===== config.mk =====
export PLATFORM = sky130hd
export DESIGN_NAME = fit_policy_block_allocator_flat
export DESIGN_NICKNAME = d
export VERILOG_FILES = /design/src/design/fpba_pkg.sv /design/src/design/fpba_if.sv /design/src/design/fit_policy_block_allocator.sv /design/src/design/fpba_cell.sv /design/src/flat_wrapper.sv
export SDC_FILE = /design/constraint.sdc
export NUM_CORES = 2
export LEC_CHECK = 0
export ABC_AREA = 1
export BUFFER_PORTS_ARGS = -buffer_cell sky130_fd_sc_hd__buf_2
export CAP_MARGIN = 0
export CORE_ASPECT_RATIO = 0.75
export CORE_MARGIN = 2
export CORE_UTILIZATION = 55
export CTS_BUF_LIST = sky130_fd_sc_hd__clkbuf_8
export DETAILED_ROUTE_END_ITERATION = 8
export GPL_TIMING_DRIVEN = 1
export PLACE_DENSITY = 0.71
export SLEW_MARGIN = 30
export SYNTH_ARGS = -nofsm -noshare
export SYNTH_HDL_FRONTEND = slang
export SYNTH_SLANG_ARGS = --single-unit

===== constraint.sdc =====
create_clock -name clk -period 3 [get_ports clk]
set_clock_uncertainty 0.15 [all_clocks]
set_input_delay 0.6 -clock clk [delete_from_list [all_inputs] [get_ports clk]]
set_output_delay 0.6 -clock clk [all_outputs]
set_load 0.005 [all_outputs]

===== src/design/fpba_pkg.sv =====
// Package: shared codes and control types for the fit-policy block allocator.
`default_nettype none

package fpba_pkg;

  // Operation codes carried in the input word.
  localparam logic OP_LOAD  = 1'b0;
  localparam logic OP_ALLOC = 1'b1;

  // Status codes carried in the result word.
  localparam logic [1:0] ST_LOADED    = 2'd0;
  localparam logic [1:0] ST_ALLOCATED = 2'd1;
  localparam logic [1:0] ST_NOT_ALLOC = 2'd2;

  // Configuration register indexes.
  localparam logic CFG_FIT_POLICY  = 1'b0;
  localparam logic CFG_BLOCK_COUNT = 1'b1;

  // Policy codes; the unused code behaves as first fit.
  localparam logic [1:0] FIT_FIRST = 2'd0;
  localparam logic [1:0] FIT_BEST  = 2'd1;
  localparam logic [1:0] FIT_WORST = 2'd2;

  // Decoded policy broadcast to every cell.
  typedef struct packed {
    logic best;
    logic worst;
  } fit_ctl_t;

  // Control part of the search token that walks along the cell row.
  typedef struct packed {
    logic valid;
    logic found;
  } tok_ctl_t;

endpackage

`default_nettype wire


===== src/design/fpba_if.sv =====
// Interfaces: the request and response handshake channels of the allocator.
`default_nettype none

interface fpba_req_if;
  logic        valid;
  logic        ready;
  logic        operation;
  logic [3:0]  block_index;
  logic [15:0] size_value;

  modport source (output valid, operation, block_index, size_value, input ready);
  modport sink   (input valid, operation, block_index, size_value, output ready);
endinterface

interface fpba_rsp_if;
  logic        valid;
  logic        ready;
  logic [1:0]  status;
  logic [3:0]  chosen_block;
  logic [15:0] size_left;

  modport source (output valid, status, chosen_block, size_left, input ready);
  modport sink   (input valid, status, chosen_block, size_left, output ready);
endinterface

`default_nettype wire


===== src/design/fit_policy_block_allocator.sv =====
// Top level: fit-policy block allocator built as a row of search cells.
//
//   channel  | dir | handshake     | word
//   ---------+-----+---------------+----------------------------------------
//   req      | in  | valid/ready   | operation, block_index, size_value
//   rsp      | out | valid/ready   | status, chosen_block, size_left
//   cfg      | in  | cfg_we only   | cfg_index, cfg_data (fit_policy, count)
//
// A load word goes straight from acceptance to the done state; an allocate word
// first passes the search token along the row, one cell per cycle.
// One word is in work at a time; a new word is accepted while a result still
// waits in the output register. Reset clears every block to zero, sets first
// fit and a block count of 16. A stalled output holds the finished word back.
`default_nettype none

module fit_policy_block_allocator
  import fpba_pkg::*;
#(
  parameter int NUM_BLOCKS = 16,
  parameter int SIZE_BITS  = 16
) (
  input  wire logic       clk,
  input  wire logic       rst,
  fpba_req_if.sink        req,
  fpba_rsp_if.source      rsp,
  input  wire logic       cfg_we,
  input  wire logic       cfg_index,
  input  wire logic [4:0] cfg_data
);

  localparam int IDX_W = (NUM_BLOCKS > 1) ? $clog2(NUM_BLOCKS) : 1;

  typedef enum logic [2:0] {
    S_IDLE = 3'b001,
    S_SCAN = 3'b010,
    S_DONE = 3'b100
  } state_t;

  state_t state;

  logic [1:0]           fit_policy;
  logic [4:0]           block_count;
  fit_ctl_t             fit_ctl;

  logic                 op;
  logic [3:0]           op_index;
  logic [SIZE_BITS-1:0] op_size;
  logic                 start;

  logic                 res_found;
  logic [IDX_W-1:0]     res_pick;
  logic [SIZE_BITS-1:0] res_size;
  logic [SIZE_BITS-1:0] size_rem;

  logic                 slot_free;
  logic                 finish;
  logic                 wr_en;
  logic [IDX_W-1:0]     wr_idx;
  logic [SIZE_BITS-1:0] wr_data;

  logic                 rsp_valid;
  logic [1:0]           rsp_status;
  logic [3:0]           rsp_block;
  logic [15:0]          rsp_size;

  tok_ctl_t             tok      [NUM_BLOCKS+1];
  logic [IDX_W-1:0]     tok_pick [NUM_BLOCKS+1];
  logic [SIZE_BITS-1:0] tok_size [NUM_BLOCKS+1];

  // Configuration registers.
  always_ff @(posedge clk) begin
    if (rst) begin
      fit_policy  <= FIT_FIRST;
      block_count <= 5'd16;
    end else if (cfg_we) begin
      case (cfg_index)
        CFG_FIT_POLICY:  fit_policy  <= cfg_data[1:0];
        CFG_BLOCK_COUNT: block_count <= cfg_data;
        default: ;
      endcase
    end
  end

  assign fit_ctl.best  = (fit_policy == FIT_BEST);
  assign fit_ctl.worst = (fit_policy == FIT_WORST);

  // Token entering the first cell: no candidate yet.
  assign tok[0].valid = start;
  assign tok[0].found = 1'b0;
  assign tok_pick[0]  = '0;
  assign tok_size[0]  = '0;

  // The row of cells, each holding one block.
  for (genvar i = 0; i < NUM_BLOCKS; i++) begin : g_cell
    fpba_cell #(
      .INDEX     (i),
      .SIZE_BITS (SIZE_BITS),
      .IDX_W     (IDX_W)
    ) u_cell (
      .clk         (clk),
      .rst         (rst),
      .ctl         (fit_ctl),
      .block_count (block_count),
      .req_size    (op_size),
      .wr_en       (wr_en),
      .wr_idx      (wr_idx),
      .wr_data     (wr_data),
      .tok_in      (tok[i]),
      .pick_in     (tok_pick[i]),
      .size_in     (tok_size[i]),
      .tok_out     (tok[i+1]),
      .pick_out    (tok_pick[i+1]),
      .size_out    (tok_size[i+1])
    );
  end

  assign req.ready = (state == S_IDLE);
  assign slot_free = !rsp_valid || rsp.ready;
  assign finish    = (state == S_DONE) && slot_free;
  assign size_rem  = res_size - op_size;

  // Sequencer: accept, search the row for an allocate, then deliver and write back.
  always_ff @(posedge clk) begin
    if (rst) begin
      state <= S_IDLE;
      start <= 1'b0;
    end else begin
      start <= 1'b0;
      case (state)
        S_IDLE: begin
          if (req.valid) begin
            if (req.operation == OP_ALLOC) begin
              start <= 1'b1;
              state <= S_SCAN;
            end else begin
              state <= S_DONE;
            end
          end
        end
        S_SCAN: begin
          if (tok[NUM_BLOCKS].valid) begin
            state <= S_DONE;
          end
        end
        S_DONE: begin
          if (slot_free) begin
            state <= S_IDLE;
          end
        end
        default: state <= S_IDLE;
      endcase
    end
  end

  // Latch the accepted word and the search outcome.
  always_ff @(posedge clk) begin
    if (req.valid && req.ready) begin
      op       <= req.operation;
      op_index <= req.block_index;
      op_size  <= SIZE_BITS'(req.size_value);
    end
    if (tok[NUM_BLOCKS].valid) begin
      res_found <= tok[NUM_BLOCKS].found;
      res_pick  <= tok_pick[NUM_BLOCKS];
      res_size  <= tok_size[NUM_BLOCKS];
    end
  end

  // Table write: a load inside the table, or the granted block's new size.
  always_comb begin
    wr_en   = 1'b0;
    wr_idx  = res_pick;
    wr_data = size_rem;
    if (finish) begin
      if (op == OP_LOAD) begin
        wr_en   = 32'(op_index) < NUM_BLOCKS;
        wr_idx  = IDX_W'(op_index);
        wr_data = op_size;
      end else begin
        wr_en   = res_found;
      end
    end
  end

  // Output register.
  always_ff @(posedge clk) begin
    if (rst) begin
      rsp_valid <= 1'b0;
    end else if (finish) begin
      rsp_valid <= 1'b1;
    end else if (rsp.ready) begin
      rsp_valid <= 1'b0;
    end
  end

  always_ff @(posedge clk) begin
    if (finish) begin
      if (op == OP_LOAD) begin
        rsp_status <= ST_LOADED;
        rsp_block  <= '0;
        rsp_size   <= '0;
      end else if (res_found) begin
        rsp_status <= ST_ALLOCATED;
        rsp_block  <= 4'(res_pick);
        rsp_size   <= 16'(size_rem);
      end else begin
        rsp_status <= ST_NOT_ALLOC;
        rsp_block  <= '0;
        rsp_size   <= '0;
      end
    end
  end

  assign rsp.valid        = rsp_valid;
  assign rsp.status       = rsp_status;
  assign rsp.chosen_block = rsp_block;
  assign rsp.size_left    = rsp_size;

endmodule

`default_nettype wire


===== src/design/fpba_cell.sv =====
// Cell: holds one block's free size and updates the search token passing through.
`default_nettype none

module fpba_cell
  import fpba_pkg::*;
#(
  parameter int INDEX     = 0,
  parameter int SIZE_BITS = 16,
  parameter int IDX_W     = 4
) (
  input  wire logic                 clk,
  input  wire logic                 rst,
  input  wire fit_ctl_t             ctl,
  input  wire logic [4:0]           block_count,
  input  wire logic [SIZE_BITS-1:0] req_size,
  input  wire logic                 wr_en,
  input  wire logic [IDX_W-1:0]     wr_idx,
  input  wire logic [SIZE_BITS-1:0] wr_data,
  input  wire tok_ctl_t             tok_in,
  input  wire logic [IDX_W-1:0]     pick_in,
  input  wire logic [SIZE_BITS-1:0] size_in,
  output tok_ctl_t                  tok_out,
  output logic [IDX_W-1:0]          pick_out,
  output logic [SIZE_BITS-1:0]      size_out
);

  logic [SIZE_BITS-1:0] entry;
  logic                 member;
  logic                 take;

  // The block's free size; cleared at reset, written by loads and grants.
  always_ff @(posedge clk) begin
    if (rst) begin
      entry <= '0;
    end else if (wr_en && (wr_idx == IDX_W'(INDEX))) begin
      entry <= wr_data;
    end
  end

  // Only blocks below the configured count take part in the search.
  assign member = 32'(block_count) > INDEX;

  // Decide whether this block replaces the candidate carried by the token.
  always_comb begin
    take = 1'b0;
    if (tok_in.valid && member && (entry >= req_size)) begin
      if (!tok_in.found) begin
        take = 1'b1;
      end else if (ctl.best && (entry < size_in)) begin
        take = 1'b1;
      end else if (ctl.worst && (entry > size_in)) begin
        take = 1'b1;
      end
    end
  end

  // Hand the token on to the next cell.
  always_ff @(posedge clk) begin
    if (rst) begin
      tok_out <= '0;
    end else begin
      tok_out.valid <= tok_in.valid;
      tok_out.found <= tok_in.found | take;
    end
  end

  always_ff @(posedge clk) begin
    pick_out <= take ? IDX_W'(INDEX) : pick_in;
    size_out <= take ? entry : size_in;
  end

endmodule

`default_nettype wire


===== src/flat_wrapper.sv =====
// flat-port wrapper written by rule: the top's interface ports become plain ports
module fit_policy_block_allocator_flat import fpba_pkg::*;
#(
  parameter int NUM_BLOCKS = 16,
  parameter int SIZE_BITS  = 16
)
  (clk, rst, cfg_we, cfg_index, cfg_data, req_valid, req_operation, req_block_index, req_size_value, req_ready, rsp_valid, rsp_status, rsp_chosen_block, rsp_size_left, rsp_ready);
  fpba_req_if req_i ();
  fpba_rsp_if rsp_i ();
  input  wire logic clk;
  input  wire logic rst;
  input  wire logic cfg_we;
  input  wire logic cfg_index;
  input  wire logic [4:0] cfg_data;
  input wire logic [$bits(req_i.valid)-1:0] req_valid;
  input wire logic [$bits(req_i.operation)-1:0] req_operation;
  input wire logic [$bits(req_i.block_index)-1:0] req_block_index;
  input wire logic [$bits(req_i.size_value)-1:0] req_size_value;
  output wire logic [$bits(req_i.ready)-1:0] req_ready;
  output wire logic [$bits(rsp_i.valid)-1:0] rsp_valid;
  output wire logic [$bits(rsp_i.status)-1:0] rsp_status;
  output wire logic [$bits(rsp_i.chosen_block)-1:0] rsp_chosen_block;
  output wire logic [$bits(rsp_i.size_left)-1:0] rsp_size_left;
  input wire logic [$bits(rsp_i.ready)-1:0] rsp_ready;
  assign req_i.valid = req_valid;
  assign req_i.operation = req_operation;
  assign req_i.block_index = req_block_index;
  assign req_i.size_value = req_size_value;
  assign req_ready = req_i.ready;
  assign rsp_valid = rsp_i.valid;
  assign rsp_status = rsp_i.status;
  assign rsp_chosen_block = rsp_i.chosen_block;
  assign rsp_size_left = rsp_i.size_left;
  assign rsp_i.ready = rsp_ready;
  fit_policy_block_allocator #(.NUM_BLOCKS(NUM_BLOCKS), .SIZE_BITS(SIZE_BITS)) u_core (.clk(clk), .rst(rst), .req(req_i), .rsp(rsp_i), .cfg_we(cfg_we), .cfg_index(cfg_index), .cfg_data(cfg_data));
endmodule

==> results.md <==
- The layout overhead on the synthesized area is 12.2%.
- Across every metal layer, demand over resource in global routing totals 0.326.
- The most common cell after layout, fill and taps aside is nand2_1.
- The peak ir drop on the vdd network is 0.400 mV.
- Entering global routing, the biggest net connects around 150 pins.
- Counting every instance in the synthesized netlist gives a little over 5000.
- In this run the power spent charging and discharging nets is 6.23 mW.
- The final-layout worst hold slack is 0.0942 ns.
- Of the total power, the clock network draws 0.395.
- The number of placed instances, taps included, is 6003.
- The per-instance average area after synthesis is approximately 7.3 um^2.
- The Yosys step of the flow raised 0 warnings.
- Summed over all failing endpoints, the final setup total negative slack is 0 ns.
- The x dimension of the die is 303 um.
- Setup repair after global routing left no endpoint under its margin.
- For the worst setup path, the data arrival time is 3.22 ns.
- The sequential cell fraction of total power is 0.447.
- For the pin with the worst max-slew slack, the measured transition is roughly 0.91 ns.
- The register area share after synthesis is 0.380.
- Timing would allow up to 0.370 GHz.
- Input and output buffers added on the ports amount to 55.
- The number of clock buffers added by TritonCTS is 103.
- The final-report hold violation count is 0.
- Summed over all layers, the routed wires come to about 110000 um.
- The max-slew violation count is 0.
- The post-layout total power is 20.6 mW.
- The total nets after synthesis is 5613.
- The overflow left after global routing is 0.
- Setup violations remaining at the end of the flow were counted as 0.
- At the end of routability-driven placement, the weighted congestion stood at 0.958.
- The number of sinks handled by clock tree synthesis is 669.
- The final antenna-violating net count is 0.
- After detailed routing, the number of vias per cell comes to 5.38.
- Of all cell types, the one taking the most synthesized area is dfxtp_1.
- The initial antenna violation count is 1.
- The standard cell core area is 66600 um^2.
- The headroom to the max-slew limit is 0.393.
- After detailed routing, the average wire length per cell comes to between 15 and 20 um.
- STA puts the critical path data required time at 3.52 ns.
- The CTS H-tree depth is 3.
- The worst setup path is launched from a flop.
- The final route contains 33500 vias.
- The initialized floorplan defines 82 standard-cell rows.
- Leaving out fill and tap cells, the most frequent cells in the layout are nand2_1 (1313), nor2_1 (678), inv_1 (655).
- The die is between 200 and 250 um tall.
- The number of filler cells placed in the layout is 5978.
- The share of total power dissipated in combinational logic is 0.158.
- The die covers around 70000 um^2.
- In this run the worst path has a maximum fanout of 12.
- The first global-routing pass estimated 175000 um of wire.
- The clock latency on the worst-skew pair is 0.74 ns.
- The critical path is of the flop to flop type.
- The count of routing violations after the opening detailed-route iteration is 3395.
- STA classifies the critical path endpoint as a flop.
- In this run the worst hold path is classified as input pin to flop.
- For this run, design rule violations remaining after detail routing come to 0.
- The clock slew at the register clock pins of the worst setup and hold paths is 0.07 ns.
- The pre-antenna-repair detailed-routing pass consisted of 6 iterations.
- Synthesis inferred roughly 670 register bits.
- The synthesized netlist occupies a cell area of 36900 um^2.
- For this design the static power due to leakage is 20.8 nW.
- The netlist uses 41 different library cells.
- The final layout contains 5796 nets.
- The estimated wirelength of the detail-placed design is between 80000 and 90000 um.
- Yosys attributes the largest share of cell area to dfxtp_1 (33%), ha_1 (17%), nand2_1 (13%).
- The number of global-route vias before repair is about 31000.
- Post-CTS repair changed the size of 0 cells.
- Of the total power, the share spent switching nets is 0.302.
- The finished layout holds 6216 standard cells, fillers aside.
- The time the worst path needs with I/O delays and setup is 2.70 ns.
- With fillers left out, the area of the finished cells amounts to 41400 um^2.
- The run finished with clean final reports.
- The top-area cell type share of the netlist area is 0.328.
- The root cell of the clock tree is clkbuf_8.
- The I/O pin count is 56.
- TritonCTS built the clock tree.
- Cell internal power was estimated by the tool at 14.4 mW.
- Once placement finished, the instance area stood at 39000 um^2.
- Dividing the final minimum period by the clock period gives 0.901.
- Dividing total power by cell area gives a power density of 498 nW/um^2.
- Across the run, the number of max-cap violations was 0.
- The largest buffer count on any clock path is 3.
- The layout cell share with drive strength beyond 1 is 0.0795.
- The starting density of the core is 0.554.
==> worst max-delay path, cell delays in order, from the launching register on <==
cell and delay (ns):
edfxtp_1 0.39, inv_1 0.17, buf_4 0.30, ha_1 0.30
a21oi_1 0.13, o21a_1 0.17, nand2_1 0.06, nand2_1 0.05
nand3_1 0.06, nand2_1 0.07, clkinv_1 0.08, nand2_1 0.33
buf_4 0.24, nand2_1 0.07, nand2_1 0.05
==> synth_stat cells (all sizes together) <==
cell type,instances
ha,511
inv,653
a21oi,288
clkbuf,80
o21a,15
and2,1
fa,1
nor2,700
nor4,2
nand2,1324
buf,62
edfxtp,64
nor3,25
xnor2,5
nand4,32
o211ai,2
o21ai,214
o31ai,1
a211oi,1
xor2,2
clkinv,11
o21bai,1
a21boi,11
a21o,17
nand3,434
a31oi,1
dfxtp,605
nand3b,6
==> area by class of cell <==
| cell class | count | area (um^2) | area share |
|---|---|---|---|
| diodes | 1 | 2.50 | 0.0000605 |
| clock inverters | 61 | 450 | 0.0109 |
| clock buffers | 125 | 1720 | 0.0416 |
| repair buffers | 220 | 1820 | 0.0440 |
| multi-input cells | 3594 | 19800 | 0.477 |
| flip-flops and latches | 669 | 14000 | 0.339 |
| inverters | 664 | 2500 | 0.0603 |
| well taps | 882 | 1100 | 0.0267 |
==> sequential cells by signal, indices dropped and copies added (netlist names), 2 cells and up <==
register / flops
u_core.block_count: 5
u_core.fit_policy: 2
u_core.g_cell.u_cell.entry: 256
u_core.g_cell.u_cell.pick_out: 49
u_core.g_cell.u_cell.size_out: 256
u_core.g_cell.u_cell.tok_out: 32
u_core.op_index: 4
u_core.op_size: 16
u_core.res_pick: 4
u_core.res_size: 16
u_core.rsp.chosen_block: 4
u_core.rsp.size_left: 16
u_core.rsp.status: 2
u_core.state: 3
==> final timing paths <==
check                                                          start                                   to  slack [ns]  depth (start not counted)
worst max-delay path                               u_core.op_size[7]  u_core.g_cell[7].u_cell.size_out[9]        0.30                         14
worst min register to register  u_core.g_cell[15].u_cell.size_out[0]                   u_core.res_size[0]        0.25                          0
worst max register to register                     u_core.op_size[7]  u_core.g_cell[7].u_cell.size_out[9]        0.30                         14
worst min-delay path                                       req_valid                         u_core.start        0.09                          3
==> kinds of logic (layout without fill, tap and decap cells) <==
logic type | count (synthesis) | in the layout | share of synthesized area
xor+xnor | 7 | 7 | 0.00166
simple gates | 2524 | 2524 | 0.281
other cells | 0 | 1 | 0
fa+ha+maj | 512 | 512 | 0.174
compound gates | 551 | 551 | 0.0788
flops | 669 | 669 | 0.380
buf+inv | 806 | 1070 | 0.0846
==> stage by stage <==
stage | utilization | setup slack, ns
after global placement | 0.585 | 0.353
after floorplan | - | 0.233
after detailed placement | 0.585 | 0.260
after CTS | 0.622 | 0.360
after global routing | 0.622 | 0.0955
final | 0.622 | 0.298
==> layer usage <==
metal,global-route usage,routed length [um],vias up
met1,0.481,52200,15200
met3,0.0844,12000,242
met5,0,0,-
li1,-,-,16600
met2,0.461,44900,1382
met4,0.106,3580,0
==> power groups by stage <==
stage               logic, mW  clock network (mW)  registers [mW]
floorplan                1.51                   0            9.38
finish                   3.26                8.13            9.21
CTS                      3.14                8.19            9.21
global route             3.45                8.60            9.21
detailed placement       3.10                   0            9.40
global placement         3.06                   0            9.40
==> timing repair <==
action	4_1_cts	5_1_grt
hold buffers	26	0
buffers inserted	0	0
endpoints found under the hold margin	26	0
No activity file was read; power rests on OpenSTA's default activity.
